## src/hdl/udst_pkg.sv

```systemverilog
// types and constants shared by the up/down staircase tracker
// no dependencies; imported by every module of the block
package udst_pkg;

	localparam int POS_W = 10;
	localparam int LEN_W = 11;
	localparam int CNT_W = 8;
	localparam int CFG_IDX_W = 3;
	localparam int CFG_DATA_W = 11;

	// register indexes of the configuration port
	localparam logic [CFG_IDX_W-1:0] REG_UP_TARGET   = 3'd0;
	localparam logic [CFG_IDX_W-1:0] REG_DOWN_TARGET = 3'd1;
	localparam logic [CFG_IDX_W-1:0] REG_MAX_TURNS   = 3'd2;
	localparam logic [CFG_IDX_W-1:0] REG_LIST_LENGTH = 3'd3;
	localparam logic [CFG_IDX_W-1:0] REG_LOW_LIMIT   = 3'd4;
	localparam logic [CFG_IDX_W-1:0] REG_HIGH_LIMIT  = 3'd5;

	// register reset values
	localparam logic [CNT_W-1:0] RST_UP_TARGET   = 8'd1;
	localparam logic [CNT_W-1:0] RST_DOWN_TARGET = 8'd1;
	localparam logic [CNT_W-1:0] RST_MAX_TURNS   = 8'd8;
	localparam logic [LEN_W-1:0] RST_LIST_LENGTH = 11'd1024;
	localparam logic [CNT_W-1:0] RST_LOW_LIMIT   = 8'd3;
	localparam logic [CNT_W-1:0] RST_HIGH_LIMIT  = 8'd3;

	localparam logic [CNT_W-1:0] CNT_MAX = 8'd255;
	localparam int LEN_HW_CAP = 1024;

	localparam logic       OP_PREVIEW = 1'b0;
	localparam logic       OP_ADVANCE = 1'b1;
	localparam logic [1:0] ANS_ZERO   = 2'd0;
	localparam logic [1:0] ANS_ONE    = 2'd1;

	typedef enum logic [1:0] {
		DIR_NONE = 2'd0,
		DIR_UP   = 2'd1,
		DIR_DOWN = 2'd2
	} dir_t;

	typedef enum logic [1:0] {
		ST_RUN  = 2'd0,
		ST_TURN = 2'd1,
		ST_LOW  = 2'd2,
		ST_HIGH = 2'd3
	} status_t;

	// effective configuration, already clamped
	typedef struct packed {
		logic [CNT_W-1:0] up_target;
		logic [CNT_W-1:0] down_target;
		logic [CNT_W-1:0] max_turns;
		logic [LEN_W-1:0] length;
		logic [CNT_W-1:0] low_limit;
		logic [CNT_W-1:0] high_limit;
	} cfg_t;

	typedef struct packed {
		logic [POS_W-1:0] position;
		logic             started;
		logic [CNT_W-1:0] low_run;
		logic [CNT_W-1:0] high_run;
		dir_t             last_dir;
		logic [CNT_W-1:0] turns;
		logic [CNT_W-1:0] low_exceed;
		logic [CNT_W-1:0] high_exceed;
		status_t          status;
	} state_t;

	typedef struct packed {
		logic [POS_W-1:0] next_position;
		status_t          status;
		logic             was_turn;
	} result_t;

	function automatic logic [CNT_W-1:0] sat_inc(input logic [CNT_W-1:0] v);
		return (v == CNT_MAX) ? CNT_MAX : v + 8'd1;
	endfunction

endpackage

```

## src/hdl/up_down_staircase_tracker.sv

```systemverilog
// top level of the up/down staircase tracker: state registers and result register
// depends on udst_pkg, udst_cfg and udst_step
//
// usage:
//   input channel (in_valid / in_stall) carries one request: opcode (0 preview,
//   1 advance and commit) and answer (0 kind zero, 1 kind one, 2 none).
//   output channel (out_valid / out_stall) returns one result per request:
//   next_position, status and was_turn.
//   configuration registers are written through cfg_we / cfg_index / cfg_data,
//   one register per cycle, while no request is in flight.
// result: registered, it appears in the cycle after the request is taken.
// throughput: one request per cycle unless in_stall; the staircase state register
//   feeds the next-state logic directly, so back-to-back advances see each other at once.
// stall: while a result waits in the output register with out_stall high,
//   in_stall is raised; a request is taken whenever the output register is empty
//   or is being emptied in the same cycle.
// reset: arst_n clears the staircase to position zero, not started, all counters
//   zero, status running, and loads the register defaults.
module up_down_staircase_tracker #(
	parameter int MAX_ITEMS = 1024
) (
	input  logic                            clk,
	input  logic                            arst_n,
	input  logic                            cfg_we,
	input  logic [udst_pkg::CFG_IDX_W-1:0]  cfg_index,
	input  logic [udst_pkg::CFG_DATA_W-1:0] cfg_data,
	input  logic                            in_valid,
	output logic                            in_stall,
	input  logic                            opcode,
	input  logic [1:0]                      answer,
	output logic                            out_valid,
	input  logic                            out_stall,
	output logic [udst_pkg::POS_W-1:0]      next_position,
	output logic [1:0]                      status,
	output logic                            was_turn
);
	import udst_pkg::*;

	cfg_t    cfg;
	state_t  state_q;
	state_t  state_nx;
	result_t res;
	result_t res_q;
	logic    out_valid_q;
	logic    in_acc;

	udst_cfg #(
		.MAX_ITEMS(MAX_ITEMS)
	) u_cfg (
		.clk      (clk),
		.arst_n   (arst_n),
		.cfg_we   (cfg_we),
		.cfg_index(cfg_index),
		.cfg_data (cfg_data),
		.cfg      (cfg)
	);

	udst_step u_step (
		.cfg   (cfg),
		.st    (state_q),
		.answer(answer),
		.nx    (state_nx),
		.res   (res)
	);

	assign in_stall = out_valid_q & out_stall;
	assign in_acc   = in_valid & ~in_stall;

	always_ff @(posedge clk or negedge arst_n) begin
		if (!arst_n) begin
			state_q     <= '{position: '0, started: 1'b0, low_run: '0, high_run: '0,
			                 last_dir: DIR_NONE, turns: '0, low_exceed: '0,
			                 high_exceed: '0, status: ST_RUN};
			out_valid_q <= 1'b0;
		end else begin
			if (in_acc && opcode == OP_ADVANCE)
				state_q <= state_nx;
			if (in_acc)
				out_valid_q <= 1'b1;
			else if (!out_stall)
				out_valid_q <= 1'b0;
		end
	end

	// payload register, loaded only when a request is taken
	always_ff @(posedge clk) begin
		if (in_acc)
			res_q <= res;
	end

	assign out_valid     = out_valid_q;
	assign next_position = res_q.next_position;
	assign status        = res_q.status;
	assign was_turn      = res_q.was_turn;

endmodule

```

## src/hdl/udst_cfg.sv

```systemverilog
// configuration registers of the staircase tracker with their clamping
// depends on udst_pkg
module udst_cfg #(
	parameter int MAX_ITEMS = 1024
) (
	input  logic                          clk,
	input  logic                          arst_n,
	input  logic                          cfg_we,
	input  logic [udst_pkg::CFG_IDX_W-1:0]  cfg_index,
	input  logic [udst_pkg::CFG_DATA_W-1:0] cfg_data,
	output udst_pkg::cfg_t                cfg
);
	import udst_pkg::*;

	localparam int LEN_CAP = (MAX_ITEMS < LEN_HW_CAP) ? MAX_ITEMS : LEN_HW_CAP;

	logic [CNT_W-1:0] up_target_q, down_target_q, max_turns_q, low_limit_q, high_limit_q;
	logic [LEN_W-1:0] list_length_q;
	logic [LEN_W-1:0] len;

	always_ff @(posedge clk or negedge arst_n) begin
		if (!arst_n) begin
			up_target_q   <= RST_UP_TARGET;
			down_target_q <= RST_DOWN_TARGET;
			max_turns_q   <= RST_MAX_TURNS;
			list_length_q <= RST_LIST_LENGTH;
			low_limit_q   <= RST_LOW_LIMIT;
			high_limit_q  <= RST_HIGH_LIMIT;
		end else if (cfg_we) begin
			unique case (cfg_index)
				REG_UP_TARGET:   up_target_q   <= cfg_data[CNT_W-1:0];
				REG_DOWN_TARGET: down_target_q <= cfg_data[CNT_W-1:0];
				REG_MAX_TURNS:   max_turns_q   <= cfg_data[CNT_W-1:0];
				REG_LIST_LENGTH: list_length_q <= cfg_data[LEN_W-1:0];
				REG_LOW_LIMIT:   low_limit_q   <= cfg_data[CNT_W-1:0];
				REG_HIGH_LIMIT:  high_limit_q  <= cfg_data[CNT_W-1:0];
				default: ;
			endcase
		end
	end

	always_comb begin
		len = list_length_q;
		if (len == '0)
			len = 11'd1;
		if (len > LEN_W'(LEN_CAP))
			len = LEN_W'(LEN_CAP);
	end

	// zero targets act as one
	assign cfg.up_target   = (up_target_q == '0) ? 8'd1 : up_target_q;
	assign cfg.down_target = (down_target_q == '0) ? 8'd1 : down_target_q;
	assign cfg.max_turns   = max_turns_q;
	assign cfg.length      = len;
	assign cfg.low_limit   = low_limit_q;
	assign cfg.high_limit  = high_limit_q;

endmodule

```

## src/hdl/udst_step.sv

```systemverilog
// next-state and result logic for one staircase request
// depends on udst_pkg; purely combinational
module udst_step (
	input  udst_pkg::cfg_t    cfg,
	input  udst_pkg::state_t  st,
	input  logic [1:0]        answer,
	output udst_pkg::state_t  nx,
	output udst_pkg::result_t res
);
	import udst_pkg::*;

	dir_t             dir;
	status_t          status;
	logic             turn;
	logic [POS_W-1:0] cur;
	logic [LEN_W-1:0] cur_w;
	logic [LEN_W-1:0] nxt;

	always_comb begin
		nx     = st;
		dir    = DIR_NONE;
		status = ST_RUN;
		turn   = 1'b0;
		cur    = st.position;
		nxt    = '0;

		// before the first advance the answer refers to nothing
		if (!st.started) begin
			cur = '0;
		end else begin
			priority if (answer == ANS_ZERO) begin
				nx.high_run = '0;
				nx.low_run  = sat_inc(st.low_run);
				if (nx.low_run >= cfg.up_target) begin
					nx.low_run = '0;
					dir = DIR_DOWN;
				end
			end else if (answer == ANS_ONE) begin
				nx.low_run  = '0;
				nx.high_run = sat_inc(st.high_run);
				if (nx.high_run >= cfg.down_target) begin
					nx.high_run = '0;
					dir = DIR_UP;
				end
			end else begin
			end
			if (dir != DIR_NONE && st.last_dir != DIR_NONE && dir != st.last_dir) begin
				turn     = 1'b1;
				nx.turns = sat_inc(st.turns);
			end
		end
		if (dir != DIR_NONE)
			nx.last_dir = dir;

		cur_w = {1'b0, cur};
		priority if (nx.turns >= cfg.max_turns) begin
			status = ST_TURN;
		end else if (dir == DIR_DOWN && cur == '0) begin
			nx.low_exceed = sat_inc(st.low_exceed);
			if (nx.low_exceed >= cfg.low_limit)
				status = ST_LOW;
			else
				nx.position = '0;
		end else begin
			unique case (dir)
				DIR_UP:   nxt = cur_w + 11'd1;
				DIR_DOWN: nxt = cur_w - 11'd1;
				default:  nxt = cur_w;
			endcase
			if (nxt >= cfg.length) begin
				nx.high_exceed = sat_inc(st.high_exceed);
				if (nx.high_exceed >= cfg.high_limit)
					status = ST_HIGH;
				else if (cur_w < cfg.length)
					nx.position = cur;
				else
					nx.position = POS_W'(cfg.length - 11'd1);
			end else begin
				nx.position = nxt[POS_W-1:0];
			end
		end
		nx.status  = status;
		nx.started = 1'b1;

		res.next_position = (status == ST_RUN) ? nx.position : '0;
		res.status        = status;
		res.was_turn      = turn;

		// an ended run is sticky and changes nothing
		if (st.status != ST_RUN) begin
			nx                = st;
			res.next_position = '0;
			res.status        = st.status;
			res.was_turn      = 1'b0;
		end
	end

endmodule

```

## config.mk

```make
export PLATFORM = sky130hd
export DESIGN_NAME = up_down_staircase_tracker
export DESIGN_NICKNAME = d
export VERILOG_FILES = /design/src/hdl/udst_pkg.sv /design/src/hdl/up_down_staircase_tracker.sv /design/src/hdl/udst_cfg.sv /design/src/hdl/udst_step.sv
export SDC_FILE = /design/constraint.sdc
export NUM_CORES = 1
export LEC_CHECK = 0
export BUFFER_PORTS_ARGS = -buffer_cell sky130_fd_sc_hd__buf_2
export CELL_PAD_IN_SITES_DETAIL_PLACEMENT = 1
export CELL_PAD_IN_SITES_GLOBAL_PLACEMENT = 2
export CORE_MARGIN = 3
export CORE_UTILIZATION = 37
export DETAILED_ROUTE_END_ITERATION = 8
export PLACE_DENSITY_LB_ADDON = 0.08
export SKIP_LAST_GASP = 1
export SLEW_MARGIN = 20
export SYNTH_ARGS = -nofsm -noshare
export SYNTH_HDL_FRONTEND = slang
export SYNTH_HIERARCHICAL = 1
export SYNTH_SLANG_ARGS = --single-unit
```

## constraint.sdc

```tcl
create_clock -name clk -period 6.2 [get_ports clk]
set_input_delay 1.55 -clock clk [delete_from_list [all_inputs] [get_ports clk]]
set_output_delay 1.55 -clock clk [all_outputs]
set_load 0.01 [all_outputs]
```

==> results.cfg <==
[sta]
tightest_slew_ns = 1.06
hold_viol_final = 0
timing.fmax_ghz = 0.159
fin_ws_ns = -0.0771
setup_tns_ns = -0.697
min_period_over_period = 1.01
rsz0062_at_grt = true
slew_viol_final = 0
fin_skew_ns = 0.0156
max_slew_margin = 0.284
fin_crit_ns = 6.28
final-setup-viol-count = 16

[die]
io-pin-count = 37
die_h_um = 165
fp.dieW_um = 165
core_area_um2 = 24600
rows = 57
start_util = 0.381
dieArea_um2 = 27300

[power_and_ir_drop]
p_per_area_nw_per_um2 = 403
p_int_w = 0.00278
seqPwrFrac = 0.238
p_leak_nw = 5.60
peakVddDrop_mv = 0.170
p_sw_frac = 0.421
switching_power_w = 0.00202
clkPwrFrac = 0.212
combPwrFrac = 0.550

[critical_path]
required_ns = 6.50
crit_start = state_q[36]$_DFFE_PN0P_
startpoint_type = flop
path_max_fanout = 5
cp_common_cell = ha_4
end_kind = flop
reg2reg_slack_ns = -0.08
rr_startpoint = state_q[36]$_DFFE_PN0P_
critical_path_class = reg2reg
slowest_delay_ns = 0.38
crit_slowest_cell = dfrtp_1
worst_ep_arrival_time_ns = 6.58

[yosys]
ys_warn_count = 6
synth_top_family_by_area = compound AO/OA/AOI/OAI gates
synth_simple_gate_area_frac = 0.154
synth-main-ff-cell = dfrtp_1
synth_cell_types = 84
ys_seq_elements = 120
netlist_area_um2 = 9360
synthArstFlopShare = 0.892
syn_area_per_cell_um2 = 9.70
synth_edf_count = 13
synth_compound_area_frac = 0.169
synthMuxAreaShare = 0.167
syn_nets = 1063
ys_seq_area_frac = 0.329
synth_fa_ha_area_frac = 0.102
synth_cells = 965
synth_xor_area_frac = 0.0253

[run_status]
violations = negative setup slack
status = finished with violations

[drt]
dr.pass1.iters = 4
vias = 8037
dr.first_iter.drc_count = 371
routed_via_density = 5.52
routed_wl_um = 30700
route.detailed.drc = 0
ant_nets = 0
wl_per_cell_um = 21.0

[cts]
clockBufferDepth = 2
cts_buffers = 17
cts_tree = yes
cts_root_buf = clkbuf_16
clkSinkCount = 120
clk_latency_ns = 0.43
cts_hold_buffers = 0
path_clk_slew_ns = 0.07
cts.htree.levels = 4

[finish]
fin_area_um2 = 11900
diodes = 0
layout-drive-gt1-share = 0.393
area_growth_pct = 27.1
nets = 1218

[grt]
grt_pass1_vias = 8321
grt_usage = 0.232
grt_pass1_wl_um = 48400
grt_overflow = 0
grt_max_degree = 70
antenna_found_initial = 0

[place]
dpl.hpwl_um = 22300
port_buffers = 36
placed_area_um2 = 10700
gp_congestion = 0.832

[min_path]
hp-start = u_cfg/high_limit_q[7]$_DFFE_PN0P_
hp-class = reg2reg

[flow_run]
drv_cap = 0
-- power groups by stage --
stage          registers, W  clock network (W)  logic [W]
3_5_place_dp        0.00115                  0    0.00222
2_1_floorplan       0.00110                  0    0.00136
4_1_cts             0.00114            0.00104    0.00244
5_1_grt             0.00117            0.00108    0.00288
6_report            0.00114            0.00102    0.00263
3_3_place_gp        0.00114                  0    0.00219
-- cell usage in the layout, fill, tap and decap left out, drive strengths merged, types with 5 or more instances in the layout --
| cell type | Yosys | layout |
|---|---|---|
| nand2 | 65 | 65 |
| nor2b | 15 | 15 |
| o31ai | 5 | 5 |
| nor3 | 19 | 19 |
| a21o | 12 | 12 |
| and3 | 24 | 24 |
| edfxtp | 13 | 13 |
| or2 | 8 | 8 |
| mux2 | 119 | 119 |
| nand2b | 14 | 14 |
| o21a | 7 | 7 |
| nor4 | 12 | 12 |
| and2 | 15 | 15 |
| xor2 | 6 | 6 |
| nand3 | 24 | 24 |
| a211oi | 10 | 10 |
| buf | 15 | 182 |
| inv | 71 | 81 |
| a21oi | 58 | 58 |
| o21ai | 44 | 44 |
| a22o | 13 | 13 |
| ha | 75 | 75 |
| dfrtp | 99 | 99 |
| dfstp | 8 | 8 |
| xnor2 | 21 | 21 |
| clkbuf | 31 | 17 |
| nor2 | 54 | 54 |
| a31oi | 28 | 28 |
| o211ai | 13 | 13 |
-- critical path: cells and delay by family, from the launching register on --
family	cells	cell delay, ns
adders and majority gates	5	1.18
muxes	1	0.27
AOI/OAI and AO/OA	13	2.54
and+or+nand+nor	7	1.21
DFF	1	0.38
buffers and inverters	5	0.55
-- flip-flops by register name, indices dropped and copies added, names as in the netlist, 2 cells and up --
| name | count |
|---|---|
| u_cfg/list_length_q | 11 |
| u_cfg/down_target_q | 8 |
| state_q | 55 |
| u_cfg/up_target_q | 8 |
| u_cfg/low_limit_q | 8 |
| status | 2 |
| u_cfg/max_turns_q | 8 |
| u_cfg/high_limit_q | 8 |
| next_position | 10 |
-- Yosys cell counts, types with 4 or more instances --
master | count | area (um2)
inv_1 | 70 | 263
nor4_1 | 11 | 68.8
a21o_1 | 12 | 90.1
clkbuf_1 | 31 | 116
and3_1 | 23 | 144
o21a_1 | 7 | 52.6
nand3_1 | 23 | 115
nand4_1 | 4 | 25.0
xnor2_1 | 21 | 184
buf_6 | 6 | 67.6
nor2_1 | 52 | 195
nand2_1 | 63 | 236
or2_2 | 4 | 25.0
xor2_1 | 6 | 52.6
a211o_1 | 4 | 35.0
mux2i_1 | 4 | 40.0
o31ai_1 | 5 | 37.5
buf_2 | 7 | 35.0
mux2_2 | 69 | 777
a31oi_1 | 28 | 175
edfxtp_1 | 13 | 390
and2_1 | 14 | 87.6
mux2_4 | 50 | 751
nand4b_1 | 4 | 35.0
a211oi_1 | 8 | 60.1
a22o_1 | 13 | 114
dfstp_2 | 8 | 210
nand2b_1 | 14 | 87.6
dfrtp_1 | 99 | 2480
nor2b_1 | 15 | 93.8
o21ai_0 | 40 | 200
a21oi_1 | 56 | 280
a31o_2 | 4 | 35.0
nor3_1 | 18 | 90.1
o211ai_1 | 11 | 82.6
ha_1 | 75 | 938
-- metal layers --
layer  track usage  routed length [um]
met1         0.327               14800
met2         0.373               14500
met3        0.0362                 919
met4        0.0560                 446
met5             0                   0
-- cells by family after synthesis --
family | Yosys count
multiplexers | 123
XOR/XNOR | 27
AO/OA/AOI/OAI | 232
flip-flops | 120
AND/OR/NAND/NOR | 270
buffers and inverters | 117
adder cells (fa/ha/maj) | 76
-- per-stage QoR --
step	hold WS, ns	utilization	power (W)	worst slack, ns	instances
finish	0.508	0.484	0.00479	-0.0771	1457
global route	0.518	0.484	0.00513	-0.408	1457
CTS	0.512	0.473	0.00462	-0.0634	1450
detailed placement	0.496	0.434	0.00337	-0.435	1399
global placement	0.489	0.434	0.00333	-0.240	1399
floorplan	0.477	-	0.00245	-0.00835	965
-- cell type report --
class                           instances  area, um2
Fill cell                            2791      12700
Multi-Input combinational cell        728       6270
Sequential cell                       120       3080
Timing Repair Buffer                  182       1300
Clock buffer                           17        425
Tap cell                              324        405
Inverter                               71        267
Clock inverter                         15        154
-- final timing paths --
| kind | end | cells after the start |
|---|---|---|
| worst max-delay path | state_q[49]$_DFFE_PN0P_ | 31 |
| min in group asynchronous | state_q[39]$_DFFE_PN0P_ | 1 |
| worst min register to register | u_cfg/high_limit_q[7]$_DFFE_PN0P_ | 1 |
| worst max register to register | state_q[49]$_DFFE_PN0P_ | 31 |
| worst min-delay path | u_cfg/high_limit_q[7]$_DFFE_PN0P_ | 1 |
| max in group asynchronous | state_q[47]$_DFFE_PN0P_ | 2 |
-- timing repair --
action | CTS | global route
hold endpoints to repair | 0 | 0
setup endpoints to repair | 29 | 36
cloned | 1 | 0
pin swaps | 29 | 35
buffers inserted | 18 | 7
gates resized for setup | 52 | 41
No activity file was read; power rests on OpenSTA's default activity.
